### src/sv/wg_pkg.sv
// shared constants, types and the quarter sine table function for the waveform generator
package wg_pkg;

    localparam int SAMPLE_BITS = 16;
    localparam int AMP_BITS    = 15;
    localparam int INC_BITS    = 32;
    localparam int PERIOD_BITS = 24;
    localparam int MODE_BITS   = 3;
    localparam int CFG_BITS    = 32;
    localparam int IDX_BITS    = 2;
    localparam int TBL_BITS    = 16;

    localparam int FULL_SCALE  = (1 << (SAMPLE_BITS - 1)) - 1;
    localparam int HALF_FS     = FULL_SCALE / 2;

    localparam logic [MODE_BITS-1:0] MODE_SINE    = 3'd0;
    localparam logic [MODE_BITS-1:0] MODE_SQUARE  = 3'd1;
    localparam logic [MODE_BITS-1:0] MODE_SAW     = 3'd2;
    localparam logic [MODE_BITS-1:0] MODE_TRIANGLE = 3'd3;
    localparam logic [MODE_BITS-1:0] MODE_IMPULSE = 3'd4;

    localparam logic [IDX_BITS-1:0] REG_MODE   = 2'd0;
    localparam logic [IDX_BITS-1:0] REG_INC    = 2'd1;
    localparam logic [IDX_BITS-1:0] REG_AMP    = 2'd2;
    localparam logic [IDX_BITS-1:0] REG_PERIOD = 2'd3;

    localparam longint unsigned PIH_Q30 = 64'd1686629713;
    localparam longint ONE_Q30 = 64'sd1073741824;

    typedef struct packed {
        logic peak;
        logic neg;
        logic cnt_zero;
        logic last;
    } wg_flags_t;

    // shift and subtract quotient, only evaluated while building the table
    function automatic longint unsigned div_u64(input longint unsigned num,
                                                input longint unsigned den);
        longint unsigned quo;
        longint unsigned rem;
        int b;
        quo = '0;
        rem = '0;
        for (b = 63; b >= 0; b--) begin
            rem = {rem[62:0], num[b]};
            if (rem >= den) begin
                rem = rem - den;
                quo[b] = 1'b1;
            end
        end
        return quo;
    endfunction

    // sin(pi/2 * k / 2^addr_bits) in Q30 by Taylor series, scaled to full scale
    function automatic logic [TBL_BITS-1:0] quarter_entry(input int unsigned k,
                                                          input int unsigned addr_bits);
        longint unsigned x;
        longint unsigned term;
        longint unsigned sq;
        longint unsigned den;
        longint sum;
        longint unsigned scaled;
        int unsigned i;
        x = (PIH_Q30 * longint'(k)) >> addr_bits;
        term = x;
        sum = longint'(x);
        sq = (x * x) >> 30;
        for (i = 1; i <= 8; i++) begin
            term = (term * sq) >> 30;
            den = longint'(4 * i * i + 2 * i);
            term = div_u64(term, den);
            if (i[0]) begin
                sum = sum - longint'(term);
            end else begin
                sum = sum + longint'(term);
            end
        end
        if (sum < 0) begin
            sum = 0;
        end
        if (sum > ONE_Q30) begin
            sum = ONE_Q30;
        end
        scaled = (longint'(sum) * longint'(FULL_SCALE) + (64'd1 << 29)) >> 30;
        return scaled[TBL_BITS-1:0];
    endfunction

endpackage

### src/sv/wg_nco.sv
// phase accumulator and impulse counter
module wg_nco #(
    parameter int PHASE_BITS = 32
) (
    input  logic                           clk,
    input  logic                           rstn,
    input  logic                           accept,
    input  logic                           restart,
    input  logic [wg_pkg::INC_BITS-1:0]    inc,
    input  logic [wg_pkg::PERIOD_BITS-1:0] period,
    output logic [PHASE_BITS-1:0]          phase,
    output logic                           cnt_zero
);
    import wg_pkg::*;

    logic [PHASE_BITS-1:0]  phase_reg;
    logic [PHASE_BITS-1:0]  phase_next;
    logic [PERIOD_BITS-1:0] cnt_reg;
    logic [PERIOD_BITS-1:0] cnt_next;
    logic [PERIOD_BITS-1:0] cnt_cur;
    logic [PERIOD_BITS-1:0] cnt_inc;
    logic [PERIOD_BITS-1:0] period_eff;

    always_comb begin
        phase      = restart ? '0 : phase_reg;
        cnt_cur    = restart ? '0 : cnt_reg;
        cnt_zero   = (cnt_cur == '0);
        phase_next = phase + PHASE_BITS'(inc);
        cnt_inc    = cnt_cur + 1'b1;
        period_eff = (period == '0) ? PERIOD_BITS'(1) : period;
        cnt_next   = (cnt_inc >= period_eff) ? '0 : cnt_inc;
    end

    always_ff @(posedge clk) begin
        if (!rstn) begin
            phase_reg <= '0;
            cnt_reg   <= '0;
        end else if (accept) begin
            phase_reg <= phase_next;
            cnt_reg   <= cnt_next;
        end
    end

endmodule

### config.mk
export PLATFORM = sky130hd
export DESIGN_NAME = wg_nco
export DESIGN_NICKNAME = d
export VERILOG_FILES = /design/src/sv/wg_pkg.sv /design/src/sv/wg_nco.sv
export SDC_FILE = /design/constraint.sdc
export NUM_CORES = 1
export LEC_CHECK = 0
export BUFFER_PORTS_ARGS = -buffer_cell sky130_fd_sc_hd__buf_4
export CAP_MARGIN = 40
export CELL_PAD_IN_SITES_DETAIL_PLACEMENT = 1
export CELL_PAD_IN_SITES_GLOBAL_PLACEMENT = 2
export CORE_MARGIN = 4
export CORE_UTILIZATION = 37
export CTS_BUF_LIST = sky130_fd_sc_hd__clkbuf_4 sky130_fd_sc_hd__clkbuf_8
export DETAILED_ROUTE_END_ITERATION = 10
export PLACE_DENSITY = 0.95
export SLEW_MARGIN = 20
export SYNTH_ARGS = -nofsm -noshare
export SYNTH_HDL_FRONTEND = slang
export SYNTH_SLANG_ARGS = --single-unit
### constraint.sdc
create_clock -name clk -period 7.75 [get_ports clk]
set_input_delay 0.3875 -clock clk [delete_from_list [all_inputs] [get_ports clk]]
set_output_delay 0.3875 -clock clk [all_outputs]
set_load 0.02 [all_outputs]
==> impl_metrics.tcl <==
set metrics [dict create \
    finClkSkew_ns 0.0106 \
    core_region_area_um2 13900 \
    synth_compound_area_share_pct 19.9 \
    rsz0062_at_grt "no" \
    max-clock-path-buffers 2 \
    post_dp_cell_area_um2 6080 \
    post_synth_fa_ha_maj_area_fraction_pct 13.8 \
    synthCells 679 \
    cts_root_buf "clkbuf_8" \
    cts_hold_buf 0 \
    ys_ff_latch 56 \
    critPathCaptureType "flop" \
    maxCapViolations 0 \
    dp_worst_setup_slack_ns 2.84 \
    tritoncts "done" \
    cts.clk_slew.worst_paths_ns 0.10 \
    via_count 5076 \
    dp.final_hpwl_um 12000 \
    critical_path.startpoint_type "input port" \
    run_status "finished clean" \
    drt-total-wl_um 15600 \
    seq_area_um2 1120 \
    largest_register_ffs 32 \
    fmaxAchievable_mhz 219 \
    final_antenna_net_count 0 \
    yosys-top-cells-area "dfxtp_1, ha_1, nor2b_1, a21oi_1, mux2i_1" \
    synthMuxAreaShare_pct 3.97 \
    share_of_synthesized_registers_carrying_an_async_set_or_reset_pct 0 \
    maxSlewViolCount 0 \
    setup_slack_ns 3.19 \
    routabilityCongestion 0.865 \
    final_cells 931 \
    layout.nets 868 \
    grt_pass1_wl_um 26600 \
    total_leakage_power_nw 2.89 \
    yosys.area.top_type_share_pct 21.2 \
    synthXorXnorAreaFrac_pct 6.61 \
    synth_area_leader "dfxtp_1" \
    pwr_per_cell_area_nw_per_um2 126 \
    die_x_um 128 \
    mappedNetlistArea_um2 5300 \
    worstPathRequired_ns 8.01 \
    setup_tns_ns 0 \
    drt_first_iter_violations 210 \
    grt_start_max_net_pins 51 \
    hp-class "input port to flop" \
    synth-seq-area-share_pct 21.2 \
    wl_per_cell_um 16.8 \
    worst-endpoint-arrival_ns 4.83 \
    synth.net_count 797 \
    yosys.area_share.simple_pct 28.7 \
    warnings_from_yosys 0 \
    dp.cells 923 \
    setup_violations 0 \
    cts_num_sinks 56 \
    total_die_area_um2 16300 \
    globalRoute.totalOverflow 0 \
    count_of_flip_flops_with_a_built_in_enable_after_synthesis 0 \
    grt_total_usage_pct 19.6 \
    post-cts-setup-buffers 0 \
    crit_fanout 50 \
    ys_dominant_reg_cell "dfxtp_1" \
    timing_hold_violations_final 0 \
    synth_top_family_by_area "simple AND/OR/NAND/NOR gates" \
    timing.slew.headroom_pct 57.0 \
    starting_density_pct 38.0 \
    placement_rows 43 \
    vdd_drop_max_uv 66.8 \
    worstSetupPathType "input port to flop" \
    first_global_vias 5407 \
    multi_input_comb_area_um2 3870 \
    num-fill-cells 1720 \
    fin_hold_ws_ns 0.446 \
    worstMarginPinSlew_ns 0.645 \
    post_drt_via_cell_ratio 5.45 \
    timing.final.crit_share_pct 58.9 \
    area_delta_synth_final_pct 16.9 \
    post_route_cells_drive_above_1_share_pct 17.4 \
    antenna_diode_count 0 \
    clkLatencyLatePin_ns 0.34 \
    io_buffers 92 \
    htreeDepth 2 \
    yosysUniqueCellTypes 74 \
    fin_area_um2 6190 \
    avgSynthCellArea_um2 7.80 \
    antenna_found_initial 0 \
    cts_inserted_buffers 5 \
    io_pins 93 \
    drt-pass1-iter-count 4 \
    post-route-drc-count 0 \
    post_cts.resized_instances 0 \
    die_h_um 128 \
    final_period_minus_worst_setup_slack_ns 4.56 \
]
critical path, cell delays in order:
cell	delay, ns
buf_4	0.29
inv_2	0.34
nand2_2	0.14
inv_1	0.10
ha_1	0.17
and3_1	0.19
and3_1	0.26
nand3_1	0.15
nor3_2	0.39
nand3_1	0.20
xor2_1	0.18
nor2_1	0.06
ha_1	0.34
nor2b_1	0.13
o21ai_0	0.13
and3b_1	0.21
nand3_1	0.08
a21oi_1	0.16
o21a_1	0.46
nand2_1	0.22
o21ai_0	0.20
final timing paths:
check                                                start                         end  slack [ns]  depth (start not counted)
worst max-delay path                               restart    cnt_reg[18]$_SDFFE_PN0P_        3.19                         21
worst min-delay path                                inc[0]   phase_reg[0]$_SDFFE_PN0P_        0.45                          4
worst max register to register     cnt_reg[1]$_SDFFE_PN0P_    cnt_reg[18]$_SDFFE_PN0P_        3.49                         18
worst min register to register  phase_reg[28]$_SDFFE_PN0P_  phase_reg[28]$_SDFFE_PN0P_        0.45                          2
cells by family (layout without fill, tap and decap cells):
family	after synthesis	after routing
adder cells (fa/ha/maj)	58	58
flip-flops	56	56
XOR/XNOR	40	40
AO/OA/AOI/OAI	155	155
buffers and inverters	74	146
multiplexers	21	21
AND/OR/NAND/NOR	275	275
Yosys cell counts, types with 10 or more instances:
cell and n:
inv_1 44, mux2i_1 21, nor2b_1 91, nor4_1 10, a21o_1 17, and3_1 14, clkbuf_1 17, nor2_1 26
a21oi_1 54, dfxtp_1 56, xnor2_1 24, o21ai_0 21, ha_1 57, nand4_1 16, xor2_1 16, nand2_1 55
nand3_1 21
layout make-up:
cell class	instances	area share, %
Clock buffer	6	1.23
Clock inverter	2	0.566
Inverter	45	2.73
Multi-Input combinational cell	549	62.5
Sequential cell	56	18.1
Tap cell	180	3.64
Timing Repair Buffer	93	11.3
per-layer routing:
metal,part of all wire (%),wire length [um],GRT usage (%),vias to the layer above
met5,0,0,0,-
met4,0.96,150,3.93,0
met3,3.0,474,3.04,12
met2,48,7570,34.1,84
met1,48,7430,25.9,2456
li1,-,-,-,2524
stage by stage:
| step | utilization (%) | total power, mW |
|---|---|---|
| 2_1_floorplan | - | 0.494 |
| 3_3_place_gp | 43.7 | 0.567 |
| 3_5_place_dp | 43.7 | 0.576 |
| 4_1_cts | 44.5 | 0.793 |
| 5_1_grt | 44.5 | 0.830 |
| 6_report | 44.5 | 0.782 |
cell usage in the layout (no fill, tap or decap), drive strengths merged, types with 7 or more instances in the layout:
cell type,instances
nor2,28
a21oi,59
xnor2,24
ha,57
mux2i,21
o21ai,27
nand4,17
nor2b,91
dfxtp,56
nand2,56
nor3,11
xor2,16
inv,45
nor4,10
nand2b,8
nand3,21
buf,93
a21o,19
and3,14
and2,7
power by group:
group / total [mW] / switching [mW] / internal [mW]
clock network: 0.211 / 0.111 / 0.0998
logic: 0.256 / 0.142 / 0.114
registers: 0.314 / 0.00847 / 0.306
total: 0.782 / 0.262 / 0.520
Note: power is estimated with default switching activity, not from simulation.
