[config.mk]
export PLATFORM = sky130hd
export DESIGN_NAME = wg_shape
export DESIGN_NICKNAME = d
export VERILOG_FILES = /design/src/sv/wg_pkg.sv /design/src/sv/wg_shape.sv
export SDC_FILE = /design/constraint.sdc
export NUM_CORES = 1
export LEC_CHECK = 0
export BUFFER_PORTS_ARGS = -buffer_cell sky130_fd_sc_hd__buf_2
export CORE_MARGIN = 10
export CORE_UTILIZATION = 25
export DETAILED_ROUTE_END_ITERATION = 16
export PLACE_DENSITY = 0.42
export SLEW_MARGIN = 20
export SYNTH_ARGS = -nofsm -noshare
export SYNTH_HDL_FRONTEND = slang
export SYNTH_SLANG_ARGS = --single-unit
export TNS_END_PERCENT = 1
[constraint.sdc]
create_clock -name clk -period 10.3 [get_ports clk]
set_clock_uncertainty 0.05 [all_clocks]
set_input_delay 0.515 -clock clk [delete_from_list [all_inputs] [get_ports clk]]
set_output_delay 0.515 -clock clk [all_outputs]
set_load 0.01 [all_outputs]
[src/sv/wg_pkg.sv]
// shared constants, types and the quarter sine table function for the waveform generator
package wg_pkg;

    localparam int SAMPLE_BITS = 16;
    localparam int AMP_BITS    = 15;
    localparam int INC_BITS    = 32;
    localparam int PERIOD_BITS = 24;
    localparam int MODE_BITS   = 3;
    localparam int CFG_BITS    = 32;
    localparam int IDX_BITS    = 2;
    localparam int TBL_BITS    = 16;

    localparam int FULL_SCALE  = (1 << (SAMPLE_BITS - 1)) - 1;
    localparam int HALF_FS     = FULL_SCALE / 2;

    localparam logic [MODE_BITS-1:0] MODE_SINE    = 3'd0;
    localparam logic [MODE_BITS-1:0] MODE_SQUARE  = 3'd1;
    localparam logic [MODE_BITS-1:0] MODE_SAW     = 3'd2;
    localparam logic [MODE_BITS-1:0] MODE_TRIANGLE = 3'd3;
    localparam logic [MODE_BITS-1:0] MODE_IMPULSE = 3'd4;

    localparam logic [IDX_BITS-1:0] REG_MODE   = 2'd0;
    localparam logic [IDX_BITS-1:0] REG_INC    = 2'd1;
    localparam logic [IDX_BITS-1:0] REG_AMP    = 2'd2;
    localparam logic [IDX_BITS-1:0] REG_PERIOD = 2'd3;

    localparam longint unsigned PIH_Q30 = 64'd1686629713;
    localparam longint ONE_Q30 = 64'sd1073741824;

    typedef struct packed {
        logic peak;
        logic neg;
        logic cnt_zero;
        logic last;
    } wg_flags_t;

    // shift and subtract quotient, only evaluated while building the table
    function automatic longint unsigned div_u64(input longint unsigned num,
                                                input longint unsigned den);
        longint unsigned quo;
        longint unsigned rem;
        int b;
        quo = '0;
        rem = '0;
        for (b = 63; b >= 0; b--) begin
            rem = {rem[62:0], num[b]};
            if (rem >= den) begin
                rem = rem - den;
                quo[b] = 1'b1;
            end
        end
        return quo;
    endfunction

    // sin(pi/2 * k / 2^addr_bits) in Q30 by Taylor series, scaled to full scale
    function automatic logic [TBL_BITS-1:0] quarter_entry(input int unsigned k,
                                                          input int unsigned addr_bits);
        longint unsigned x;
        longint unsigned term;
        longint unsigned sq;
        longint unsigned den;
        longint sum;
        longint unsigned scaled;
        int unsigned i;
        x = (PIH_Q30 * longint'(k)) >> addr_bits;
        term = x;
        sum = longint'(x);
        sq = (x * x) >> 30;
        for (i = 1; i <= 8; i++) begin
            term = (term * sq) >> 30;
            den = longint'(4 * i * i + 2 * i);
            term = div_u64(term, den);
            if (i[0]) begin
                sum = sum - longint'(term);
            end else begin
                sum = sum + longint'(term);
            end
        end
        if (sum < 0) begin
            sum = 0;
        end
        if (sum > ONE_Q30) begin
            sum = ONE_Q30;
        end
        scaled = (longint'(sum) * longint'(FULL_SCALE) + (64'd1 << 29)) >> 30;
        return scaled[TBL_BITS-1:0];
    endfunction

endpackage

[src/sv/wg_shape.sv]
// amplitude multiply stage and waveform select stage feeding the output register
module wg_shape #(
    parameter int PHASE_BITS = 32
) (
    input  logic                          clk,
    input  logic                          rstn,
    input  logic                          adv,
    input  logic                          v0,
    input  logic [PHASE_BITS-1:0]         p0,
    input  wg_pkg::wg_flags_t             flags0,
    input  logic [wg_pkg::TBL_BITS-1:0]   rdata,
    input  logic [wg_pkg::MODE_BITS-1:0]  mode,
    input  logic [wg_pkg::AMP_BITS-1:0]   amp,
    output logic                          m_valid,
    output logic [wg_pkg::SAMPLE_BITS-1:0] m_sample,
    output logic                          m_last
);
    import wg_pkg::*;

    localparam int PROD_BITS = AMP_BITS + PHASE_BITS;
    localparam logic [PROD_BITS:0] SAW_RND = (PROD_BITS + 1)'(1) << (PHASE_BITS - 2);
    localparam logic [PROD_BITS:0] TRI_RND = (PROD_BITS + 1)'(1) << (PHASE_BITS - 3);

    // multiply stage
    logic [AMP_BITS-1:0]   s_val;
    logic [PHASE_BITS-1:0] tri_d;
    logic [PHASE_BITS-1:0] op;
    logic [PROD_BITS-1:0]  prod_next;
    logic                  v1_reg;
    logic [PROD_BITS-1:0]  prod1_reg;
    logic                  msb1_reg;
    wg_flags_t             flags1_reg;

    // select stage
    logic [30:0]           sin_x;
    logic [31:0]           sin_q;
    logic signed [16:0]    mag;
    logic signed [16:0]    amp_s;
    logic [PROD_BITS:0]    saw_sum;
    logic [PROD_BITS:0]    saw_q;
    logic [PROD_BITS:0]    tri_sum;
    logic [PROD_BITS:0]    tri_q;
    logic signed [16:0]    smp;
    logic                  v2_reg;
    logic [SAMPLE_BITS-1:0] sample_reg;
    logic                  last_reg;

    always_comb begin
        s_val = flags0.peak ? AMP_BITS'(FULL_SCALE) : rdata[AMP_BITS-1:0];
        tri_d = p0[PHASE_BITS-1] ? ('0 - p0) : p0;
        case (mode)
            MODE_SINE:     op = PHASE_BITS'(s_val);
            MODE_TRIANGLE: op = tri_d;
            default:       op = p0;
        endcase
        prod_next = PROD_BITS'(amp) * PROD_BITS'(op);
    end

    always_comb begin
        sin_x   = 31'(prod1_reg) + 31'(HALF_FS);
        sin_q   = (32'(sin_x) + 32'(sin_x >> 15) + 32'd1) >> 15;
        mag     = $signed({1'b0, sin_q[15:0]});
        amp_s   = $signed({2'b00, amp});
        saw_sum = {1'b0, prod1_reg} + SAW_RND;
        saw_q   = saw_sum >> (PHASE_BITS - 1);
        tri_sum = {1'b0, prod1_reg} + TRI_RND;
        tri_q   = tri_sum >> (PHASE_BITS - 2);
        case (mode)
            MODE_SINE:     smp = flags1_reg.neg ? -mag : mag;
            MODE_SQUARE:   smp = msb1_reg ? -amp_s : amp_s;
            MODE_SAW:      smp = $signed(saw_q[16:0]) - amp_s;
            MODE_TRIANGLE: smp = $signed(tri_q[16:0]) - amp_s;
            MODE_IMPULSE:  smp = flags1_reg.cnt_zero ? amp_s : '0;
            default:       smp = '0;
        endcase
    end

    always_ff @(posedge clk) begin
        if (!rstn) begin
            v1_reg <= 1'b0;
            v2_reg <= 1'b0;
        end else if (adv) begin
            v1_reg <= v0;
            v2_reg <= v1_reg;
        end
    end

    always_ff @(posedge clk) begin
        if (adv) begin
            prod1_reg  <= prod_next;
            msb1_reg   <= p0[PHASE_BITS-1];
            flags1_reg <= flags0;
            sample_reg <= smp[SAMPLE_BITS-1:0];
            last_reg   <= flags1_reg.last;
        end
    end

    assign m_valid  = v2_reg;
    assign m_sample = sample_reg;
    assign m_last   = last_reg;

endmodule

==> results of run 1 <==
==> path summary, 6_finish.rpt <==
| check | from | endpoint | slack (ns) | cells past startpoint |
|---|---|---|---|---|
| worst min-delay path | flags0[0] | flags1_reg[0]$_DFFE_PP_ | 0.28 | 1 |
| worst max-delay path | p0[6] | prod1_reg[45]$_DFFE_PP_ | 1.02 | 30 |
| worst min register to register | flags1_reg[0]$_DFFE_PP_ | m_last$_DFFE_PP_ | 0.37 | 0 |
| worst max register to register | prod1_reg[0]$_DFFE_PP_ | m_sample[8]$_DFFE_PP_ | 4.08 | 21 |
==> per-layer routing <==
| metal | track usage | up-vias | share of wire |
|---|---|---|---|
| met5 | 0 | - | 0.0011 |
| met4 | 0.0234 | 14 | 0.015 |
| met3 | 0.0255 | 80 | 0.066 |
| met2 | 0.240 | 581 | 0.45 |
| met1 | 0.207 | 9300 | 0.46 |
| li1 | - | 8370 | - |
==> worst max-delay path, delay by kind of cell <==
family	cells	cell delay (ns)
AO/OA/AOI/OAI	11	3.19
AND/OR/NAND/NOR	6	1.87
adder cells (fa/ha/maj)	7	3.22
buffers and inverters	5	0.40
XOR/XNOR	1	0.11
==> cell families (layout without fill, tap and decap cells) <==
logic type | after synthesis | count (layout) | synth area share
compound gates | 389 | 389 | 0.113
simple gates | 875 | 875 | 0.197
buf+inv | 605 | 639 | 0.103
flops | 70 | 70 | 0.0943
other cells | 0 | 2 | 0
mux | 14 | 14 | 0.00675
xor+xnor | 124 | 124 | 0.0495
fa+ha+maj | 535 | 535 | 0.436
==> synth_stat cells, types with 8 or more instances <==
cell,instances
clkbuf_1,121
o211ai_1,13
xnor2_1,80
and4_1,10
and2_1,206
o31ai_1,23
o21ai_0,96
fa_1,389
a31oi_1,31
nand2b_1,18
nor4_1,8
nor2b_1,20
xor2_1,43
nand4_1,24
or3_1,9
o21a_1,11
nand2_1,307
ha_1,146
edfxtp_1,68
a21oi_1,98
nor2_1,147
a21o_1,37
inv_1,466
and3_1,15
nand3_1,42
o311ai_0,11
a211oi_1,9
nor3_1,37
==> final cells by class <==
| type | count | area (sq um) | area share |
|---|---|---|---|
| inverters | 474 | 1780 | 0.0734 |
| well taps | 1155 | 1450 | 0.0596 |
| clock buffers | 11 | 233 | 0.00960 |
| repair buffers | 149 | 896 | 0.0369 |
| flip-flops and latches | 70 | 2080 | 0.0859 |
| clock inverters | 5 | 26.3 | 0.00108 |
| multi-input cells | 1937 | 17800 | 0.733 |
| diodes | 2 | 5.00 | 0.000206 |
==> layout by cell type (no fill, tap or decap), drive strengths merged, types with 16 or more instances in the layout <==
cell    instances
inv           467
fa            389
nand2         308
and2          206
buf           149
nor2          147
ha            146
o21ai          99
a21oi          98
xnor2          81
edfxtp         68
xor2           43
nand3          42
nor3           39
a21o           37
a31oi          31
nand4          24
o31ai          24
nor2b          20
nand2b         18
and3           16
==> per-stage QoR <==
| stage | utilization | area, sq um | hold WS (ns) | worst slack [ns] | instances |
|---|---|---|---|---|---|
| final | 0.278 | 24200 | 0.282 | 1.02 | 3803 |
| after detailed placement | 0.275 | 24000 | 0.355 | 0.732 | 3785 |
| after global routing | 0.278 | 24200 | 0.274 | 0.686 | 3802 |
| after global placement | 0.275 | 24000 | 0.353 | 0.767 | 3785 |
| after floorplan | - | 22100 | 0.350 | 1.60 | 2612 |
| after CTS | 0.278 | 24200 | 0.263 | 1.10 | 3801 |
==> results, run 1 <==
- The number of port buffers is 90.
- The worst hold path belongs to the class primary input to flip-flop.
- The die outline area is a little over 100,000 sq um.
- The largest net degree at the start of global routing is 71.
- Dividing the detail-routed wire length by the instance count gives 19.7 um.
- The HPWL after detailed placement is about 61,000 um.
- No sink is reached through more buffers than the 2 on the longest clock path.
- In the post-synthesis netlist, the biggest area contributors are fa_1, edfxtp_1, ha_1.
- The initial utilization of the core area, before any placement, comes to 0.253.
- Setup violations remaining at the end of the flow were counted as 0.
- Synthesis produced around 2,600 cells.
- The number of different library cells used by synthesis comes to 80.
- The worst-case headroom to the max-slew limit is 0.252.
- The clock root buffer master is clkbuf_16.
- The total overflow left after global routing is 0.
- For this run, the slowest stage of the critical path takes ~0.73 ns.
- The number of setup buffers added after CTS is 0.
- The die is 317 um tall.
- The total of flip-flops plus latches after synthesis is 70.
- Gates resized during post-CTS repair numbered 0.
- The area share of the leading cell type in the synthesized netlist is 0.353.
- The final critical-path required period is roughly 9 ns.
- In the synthesized netlist the async set-or-reset flop fraction comes to 0.
- For the pin with the worst max-slew slack, the measured transition is 1.10 ns.
- The fraction of the yosys area taken by sequential cells is 0.0943.
- The global-route wire length before repair is roughly 110,000 um.
- The antenna violation net count after detailed routing is 0.
- From left edge to right edge, the die measures roughly 320 um.
- The prevailing post-synth register cell is edfxtp_1.
- Across all layers, the routed design uses between 15,000 and 20,000 vias.
- Of the available clock period, the critical path in the final layout requires 0.901.
- The tool flagged a number of max-cap violations equal to 0.
- The count of hold buffers inserted by post-cts repair is 0.
- The CTS tree is built.
- Of the cells placed in the final design, the portion with a size suffix greater than 1 is 0.0771.
- The final number of hold-violating endpoints is 0.
- The ratio of routed vias to standard cells is 4.82.
- The clock drives 70 sinks.
- The highest clock frequency the design can meet is 0.108 GHz.
- The number of detailed-routing iterations run before antenna repair is 5.
- The via count of the first global-routing pass is approximately 19,000.
- The number of max-slew violations in the final report came to 0.
- Among all stages on the critical path, the largest delay is contributed by or4_1.
- The register with the most flip-flops in the layout has 47 of them.
- The cell that appears most often on the critical path is fa_1.
- The netlist area before placement is 22,100 sq um.
- The routed design has around 75,000 um of wire.
- The worst endpoint required time is 10.35 ns.
- The congestion estimate from routability-driven global placement came to slightly below 0.9.
- The critical path startpoint category is a primary input.
- The initial antenna violation count is 16.
- The synthesized area per cell is 8.45 sq um.
- The total area inside the core boundary comes to 87,200 sq um.
- The arrival time at the worst endpoint is between 9 and 10 ns.
- The starting DRC count in detailed routing is between 1,000 and 1,500.
- Along the worst path, the maximum fanout reaches 9.
- The latest clock arrival within the worst-skew pair is about 0.35 ns.
- The worst setup path is of the primary input to flip-flop kind.
- The clock-pin slew reported for the worst setup and hold paths after clock tree synthesis is 0.06 ns.
- From synthesis to final layout, the design area changed by 9.86%.
- The number of ports placed on the die boundary is between 90 and 100.
- Counting the buffers created by CTS gives 9.
- Setup total negative slack on the finished layout was measured at 0 ns.
- The number of warnings reported in the yosys synthesis log is 0.
- The run finished with clean final reports.
- Counting the fill cells in the layout gives 9,454.
- The number of nets in the final layout is around 3,300.
- The number of cell rows is around 110.
- In the global route stage, overall resource usage came out at 0.148.
- The kind of end point of the critical path is a flip-flop.
- Setup repair after global routing left no endpoint under its margin.
- The number of H-tree branching levels is 3.
- The post-synth net total is around 3,200.
- The DRC violations left is 0.
- The library cell occupying the most area in the post-synthesis netlist is fa_1.
- The number of synthesized flops with an enable pin is 68.
Power of run 1 is not shown: default switching activity piles up to over one toggle a cycle in this logic, so the estimate is an artifact.
==> inputs of run 2 (changes only) <==
Settings changed: ABC_AREA from default to 1.
==> run 2 against run 1 <==
Final area up 2.4%. Final cell count up 14%. Maximum frequency increased by 5.2%. Global-route usage is 1.1 points higher. Worst setup slack improved by 0.46 ns. Sequential share of layout area fell by 0.20 points. Non-clock buffer count decreased by 4. Hold slack gained 0.0025 ns. Synthesized area is 2.5% higher. Via count grew 6.8%. Die area up 2.3%. Critical endpoint is now prod1_reg[46]$_DFFE_PP_. Largest cell class unchanged.
==> results, run 2 <==
- The number of synthesized flops with an enable pin is 68 (unchanged).
- The count of vias placed by the detailed router is 19,600 (+6.8%).
- The library cell occupying the most area in the post-synthesis netlist is fa_1.
- The TritonCTS sink count is 70 (unchanged).
- The die outline area is 103,000 sq um (+2.3%).
- The period utilization is 0.856 (-0.0446).
- The highest clock frequency the design can meet is 0.113 GHz (+5.2%).
- The library cell with the highest instance count after synthesis is inv_1.
- The total CTS buffers is 9 (unchanged).
- The largest buffer count on any clock path is 2 (unchanged).
- The peak per-stage delay on the critical path is 0.53 ns (-0.20 ns).
- The number of different library cells in the post-synthesis netlist is 59 (-26%).
- The ratio of routed vias to standard cells is 4.53 (-6.0%).
- The via count of the first global-routing pass is 20,800 (+8.0%).
- Ranked by instance count, the synthesized netlist is headed by inv_1, nand2_1, nor2_1.
- The fill cell total of the finished layout is 10,000 (+6.2%).
- The global-route congestion overflow total is 0 (unchanged).
- The number of placed instances with taps included is 4,307 (+14%).
- By area the synthesized netlist is led by fa_1, inv_1, nand2_1.
- The number of stages on the worst hold path is 1 (unchanged).
- The area of the multi-input gates came to 17,500 sq um (-1.5%).
- The prevailing post-synth register cell is edfxtp_1.
- The netlist area before placement is 22,600 sq um (+2.5%).
- The number of instances in the synthesized netlist is 3,063 (+17%).
- The number of warnings reported in the yosys synthesis log is 0 (unchanged).
- The routed length per instance is 18.6 um (-5.7%).
- The initial antenna violation count is 2 (-14).
- The setup path with the least slack is of type primary input to flip-flop.
- The met1 usage in global routing is 0.220 (+0.0132).
- The post-synth net total is 3,672 (+14%).
- Leaving out fill and tap cells, the most frequent cell in the layout is inv_1.
- The die outline width is 321 um (+1.2%).
- The final cell utilization of the core is 0.276 (-0.00193).
- The flip-flop count of the largest register after layout is 47 (unchanged).
- The kind of end point of the critical path is a flip-flop.
- The worst hold slack after final layout is 0.284 ns (+0.00250 ns).
- TritonCTS built the clock tree.
- The effective utilization at floorplan is 0.252 (-0.00153).
- The largest net degree at the start of global routing is 72 (+1.4%).
- The antenna violation net count after detailed routing was 0 (unchanged).
- The worst-case headroom to the max-slew limit is 0.273 (+0.0208).
- The count of hold buffers inserted by post-cts repair came to 0 (unchanged).
- The number of nets in the final layout is 3,751 (+15%).
- The maximum fanout encountered on the critical timing path is 11 (+2).
- The number of setup buffers added after CTS is 0 (unchanged).
- The post-route non-filler standard cell count came to 4,323 (+14%).
- The latest clock arrival within the worst-skew pair is 0.36 ns (about the same).
- The weighted congestion at the end of routability-driven global placement is 0.852 (-2.3%).
- Setup repair after global routing left no endpoint under its margin.
- The number of ports placed on the die boundary came to 92 (unchanged).
- The cell count of the worst reg-to-reg path was 24 (+14%).
- The clock-pin slew reported for the worst setup and hold paths after clock tree synthesis is 0.07 ns (about the same).
- The area share of the leading cell type in the synthesized netlist is 0.344 (-0.00858).
- The proportion of layout cells with a drive suffix above 1 came to 0.0779 (+0.000779).
- The number of cell rows is 110 (+1.9%).
- The detailed placement HPWL came to 66,400 um (+8.2%).
- The worst endpoint required time is 10.36 ns (about the same).
- The arrival time at the worst endpoint is 8.88 ns (-0.44 ns).
- The busiest layer in global routing is met2.
- The proportion of synthesized flip-flops having asynchronous set or reset was 0 (unchanged).
- The number of port buffers was 90 (unchanged).
- The top cell types in the final layout, fill and taps aside, are inv_1, nand2_1, nor2_1, fa_1, ha_1.
- The tree is rooted in a clkbuf_16.
- The total negative slack for setup checks is 0 ns (unchanged).
- The starting DRC count in detailed routing came to 1,058 (-18%).
- The fraction of the yosys area taken by sequential cells came to 0.0920 (-0.00230).
- The routing usage on met3 was 0.0163 (-0.00919).
- The flow ran to the end, and the final reports show no timing, DRC or antenna violations.
- The final critical-path required period was 8.82 ns (-0.459 ns).
- The number of detailed-routing iterations run before antenna repair is 5 (unchanged).
- The slowest stage of the critical path belongs to the cell fa_1.
- The final number of hold-violating endpoints is 0 (unchanged).
- The post-CTS resize count is 0 (unchanged).
- The number of H-tree branching levels was 3 (unchanged).
- The number of max-slew violations in the final report is 0 (unchanged).
- The max-capacitance violation count is 0 (unchanged).
- The total of flip-flops plus latches after synthesis is 70 (unchanged).
- The wire length reported by the detailed router was 80,300 um (+7.2%).
- The worst-margin pin slew is 1.09 ns (-0.0150 ns).
- The area growth from synthesis to layout came to 9.76% (about the same).
- The DRC violations left is 0 (unchanged).
- The worst min-delay path category is primary input to flip-flop.
- STA classifies the critical path startpoint as a primary input.
- The die boundary height came to 321 um (+1.2%).
- The met2 track demand over resource in global routing was 0.270 (+0.0303).
- The storage element area is 2080 sq um (unchanged).
- The global router's overall resource usage is 0.159 (+0.0114).
- The synthesized area per cell came to 7.39 sq um (-13%).
- The final setup violation count came to 0 (unchanged).
- The global-route wire length before repair is 126,000 um (+9.9%).
- The area of the core came to 89,900 sq um (+3.1%).
[run 2: cell types whose count changed after synthesis, sizes merged, moves of 18 or more]
cell / delta
a21oi: +21
nand2: +300
nor2b: -20
inv: +225
and2: -205
a21o: -34
xnor2: -59
nand2b: -18
nor2: +309
o31ai: -18
clkbuf: -67
nand3: +90
[run 2: worst paths after layout]
kind                                         startpoint                 endpoint  slack (ns)
worst min register to register  flags1_reg[0]$_DFFE_PP_         m_last$_DFFE_PP_        0.37
worst max register to register   prod1_reg[0]$_DFFE_PP_   m_sample[12]$_DFFE_PP_        5.66
worst max-delay path                              p0[0]  prod1_reg[46]$_DFFE_PP_        1.48
worst min-delay path                          flags0[2]  flags1_reg[2]$_DFFE_PP_        0.28
[run 2: kinds of logic after synthesis]
logic type | after synthesis | synth area share
AND/OR/NAND/NOR | 1290 | 0.239
buffers and inverters | 776 | 0.134
adder cells (fa/ha/maj) | 535 | 0.425
AO/OA/AOI/OAI | 314 | 0.0795
XOR/XNOR | 78 | 0.0302
flip-flops | 70 | 0.0920
[run 2: through the flow]
step | setup WS (ns) | area (sq um)
3_5_place_dp | 0.972 | 24600
5_1_grt | 0.775 | 24800
4_1_cts | 1.35 | 24800
6_report | 1.48 | 24800
3_3_place_gp | 1.03 | 24600
2_1_floorplan | 2.57 | 22600
[run 2: area by class of cell]
| cell class | count | share of cell area |
|---|---|---|
| Multi-Input combinational cell | 2217 | 0.706 |
| Inverter | 699 | 0.106 |
| Sequential cell | 70 | 0.0838 |
| Tap cell | 1176 | 0.0593 |
| Timing Repair Buffer | 145 | 0.0349 |
| Clock buffer | 9 | 0.00907 |
| Clock inverter | 6 | 0.00156 |
| Antenna cell | 1 | 0.000101 |
[run 2: critical path, delay by kind of cell]
| family | cells | cell delay (ns) |
|---|---|---|
| AO/OA/AOI/OAI | 5 | 1.12 |
| buffers and inverters | 7 | 0.86 |
| adder cells (fa/ha/maj) | 7 | 3.35 |
| AND/OR/NAND/NOR | 18 | 2.90 |
| XOR/XNOR | 1 | 0.12 |
[run 2: layer usage]
| layer | part of all wire | up-vias |
|---|---|---|
| met5 | 0 | - |
| met3 | 0.034 | 47 |
| met4 | 0.012 | 0 |
| met2 | 0.47 | 354 |
| met1 | 0.48 | 9699 |
| li1 | - | 9496 |
Power of run 2 is left out for the same reason.
==> inputs of run 3 (changes only) <==
Clock period 10.3 ns to 10.09 ns, I/O delays scaled along.
==> run 3 against run 2 <==
Utilization up 0.19 points. Global-route usage down 0.18 points. Sequential cell count unchanged. Final area up 0.70%. Critical endpoint unchanged. Highest routed layer unchanged.
==> results, run 3 (synthesized netlist as in run 2, its figures left out) <==
- TritonCTS built the clock tree.
- The worst-margin pin slew is 1.08 ns (-0.00481 ns).
- The number of setup buffers added after CTS is 0 (unchanged).
- The via count of the first global-routing pass was 20,400 (-1.6%).
- The end point of the most critical hold path is flags1_reg[0]$_DFFE_PP_.
- The TritonCTS sink count is 70 (unchanged).
- The maximum fanout encountered on the critical timing path is 11 (unchanged).
- The tightest min-delay check is of the primary input to flip-flop type.
- The latest clock arrival within the worst-skew pair is 0.37 ns (about the same).
- The number of cell rows is 110 (unchanged).
- The proportion of layout cells with a drive suffix above 1 is 0.0813 (+0.00345).
- The count of vias placed by the detailed router is 19,600 (-0.087%).
- The number of H-tree branching levels is 3 (unchanged).
- The weighted congestion at the end of routability-driven global placement is 0.853 (about the same).
- The count of hold buffers inserted by post-cts repair is 0 (unchanged).
- The die boundary height came to 321 um (unchanged).
- The detailed placement HPWL is 66,700 um (+0.45%).
- The post-CTS resize count is 0 (unchanged).
- The smallest clock period supported by the final layout is computed as 8.71 ns.
- The die outline area is 103,000 sq um (unchanged).
- The startpoint of the lowest-slack register-to-register path is prod1_reg[11]$_DFFE_PP_.
- The cell with the largest stage delay on the worst path is fa_1.
- The global-route wire length before repair is 124,000 um (-1.4%).
- The worst setup slack for register-to-register paths is 5.41 ns (-0.25 ns).
- The initial antenna violation count is 2 (unchanged).
- The antenna violation net count after detailed routing is 0 (unchanged).
- The worst endpoint required time is 10.15 ns (-0.21 ns).
- The arrival time at the worst endpoint was 8.77 ns (-0.11 ns).
- The cell count of the worst reg-to-reg path is 24 (unchanged).
- Setup repair after global routing left no endpoint under its margin.
- The effective utilization at floorplan is 0.252 (unchanged).
- The leading cell type in the layout, fill and taps excluded is inv_1.
- The tree is rooted in a clkbuf_16.
- The area of the core was 89,900 sq um (unchanged).
- STA classifies the critical path startpoint as a primary input.
- The die outline width came to 321 um (unchanged).
- The routed length per instance is 18.5 um (-0.29%).
- The period utilization is 0.863.
- The startpoint-to-endpoint class of the critical path is primary input to flip-flop.
- Leaving out fill and tap cells, the most frequent cells in the layout are inv_1, nand2_1, nor2_1, fa_1, ha_1.
- The path length in cells of the critical path came to 39 (+2.6%).
- The largest net degree at the start of global routing is 72 (unchanged).
- The final number of hold-violating endpoints was 0 (unchanged).
- The kind of end point of the critical path is a flip-flop.
- The number of detailed-routing iterations run before antenna repair came to 5 (unchanged).
- The family with the most delay on the worst path is adder cells.
- The number of ports placed on the die boundary is 92 (unchanged).
- The flip-flop count of the largest register after layout is 47 (unchanged).
- The global-route congestion overflow total is 0 (unchanged).
- The peak per-stage delay on the critical path is 0.56 ns (+0.03 ns).
- The worst-case headroom to the max-slew limit is 0.272 (-0.000845).
- The final setup violation count came to 0 (unchanged).
- The total CTS buffers was 9 (unchanged).
- The area growth from synthesis to layout is 10.5%.
- The ratio of routed vias to standard cells is 4.51 (-0.41%).
- The beginning of the worst hold path is flags0[0].
- The number of stages on the worst hold path is 1 (unchanged).
- The number of nets in the final layout is 3,764 (+0.35%).
- The global router's overall resource usage was 0.157 (-0.00185).
- The starting DRC count in detailed routing is 1,076 (+1.7%).
- The DRC violations left came to 0 (unchanged).
- The number of max-slew violations in the final report is 0 (unchanged).
- The total negative slack for setup checks came to 0 ns (unchanged).
- The largest buffer count on any clock path is 2 (unchanged).
- The count of buffer and inverter cells on the critical path is 8 (+1).
- The run finished with clean final reports.
- The end of the worst register-to-register path is m_sample[12]$_DFFE_PP_.
- The clock-pin slew reported for the worst setup and hold paths after clock tree synthesis was 0.07 ns (about the same).
- The max-capacitance violation count was 0 (unchanged).
- The number of port buffers is 90 (unchanged).
- The wire length reported by the detailed router came to 80,300 um (about the same).
- The highest clock frequency the design can meet is 0.115 GHz.
## run 3: changes by cell type in the layout (fill, tap and decap cells not counted)
cell,previous run,this run
buf_4,56,69
bufinv_16,0,3
clkinv_2,3,0
clkbuf_1,0,2
clkinv_4,0,2
clkinvlp_4,2,0
inv_6,1,0
## run 3: layout make-up
class | count | area (sq um)
clock buffer | 11 | 233
multi-input combinational | 2217 | 17500
inverter | 699 | 2620
sequential | 70 | 2080
antenna | 1 | 2.50
tap | 1176 | 1470
fill | 10000 | 64900
clock inverter | 5 | 108
timing repair buffer | 158 | 963
## run 3: worst max path at each step
| stage | start | endpoint |
|---|---|---|
| floorplan | p0[1] | prod1_reg[44]$_DFFE_PP_ |
| global placement | p0[0] | prod1_reg[46]$_DFFE_PP_ |
| detailed placement | p0[0] | prod1_reg[46]$_DFFE_PP_ |
| CTS | p0[0] | prod1_reg[46]$_DFFE_PP_ |
| global route | p0[0] | prod1_reg[46]$_DFFE_PP_ |
| finish | p0[0] | prod1_reg[46]$_DFFE_PP_ |
## run 3: through the flow
| stage | hold WS, ns | cells | utilization | setup WS (ns) | cell area [sq um] |
|---|---|---|---|---|---|
| after detailed placement | 0.357 | 4320 | 0.274 | 0.913 | 24700 |
| after global placement | 0.352 | 4320 | 0.274 | 0.933 | 24700 |
| after global routing | 0.245 | 4336 | 0.278 | 0.763 | 25000 |
| final | 0.259 | 4337 | 0.278 | 1.38 | 25000 |
| after floorplan | 0.350 | 3063 | - | 2.38 | 22600 |
| after CTS | 0.240 | 4336 | 0.278 | 1.29 | 25000 |
## run 3: routing by layer
layer,track usage,wire length (um),up-vias
li1,-,-,9514
met1,0.221,39200,9711
met2,0.264,37300,326
met3,0.0151,2960,28
met4,0.0201,761,0
met5,0,0,-
Power of run 3 is left out for the same reason.
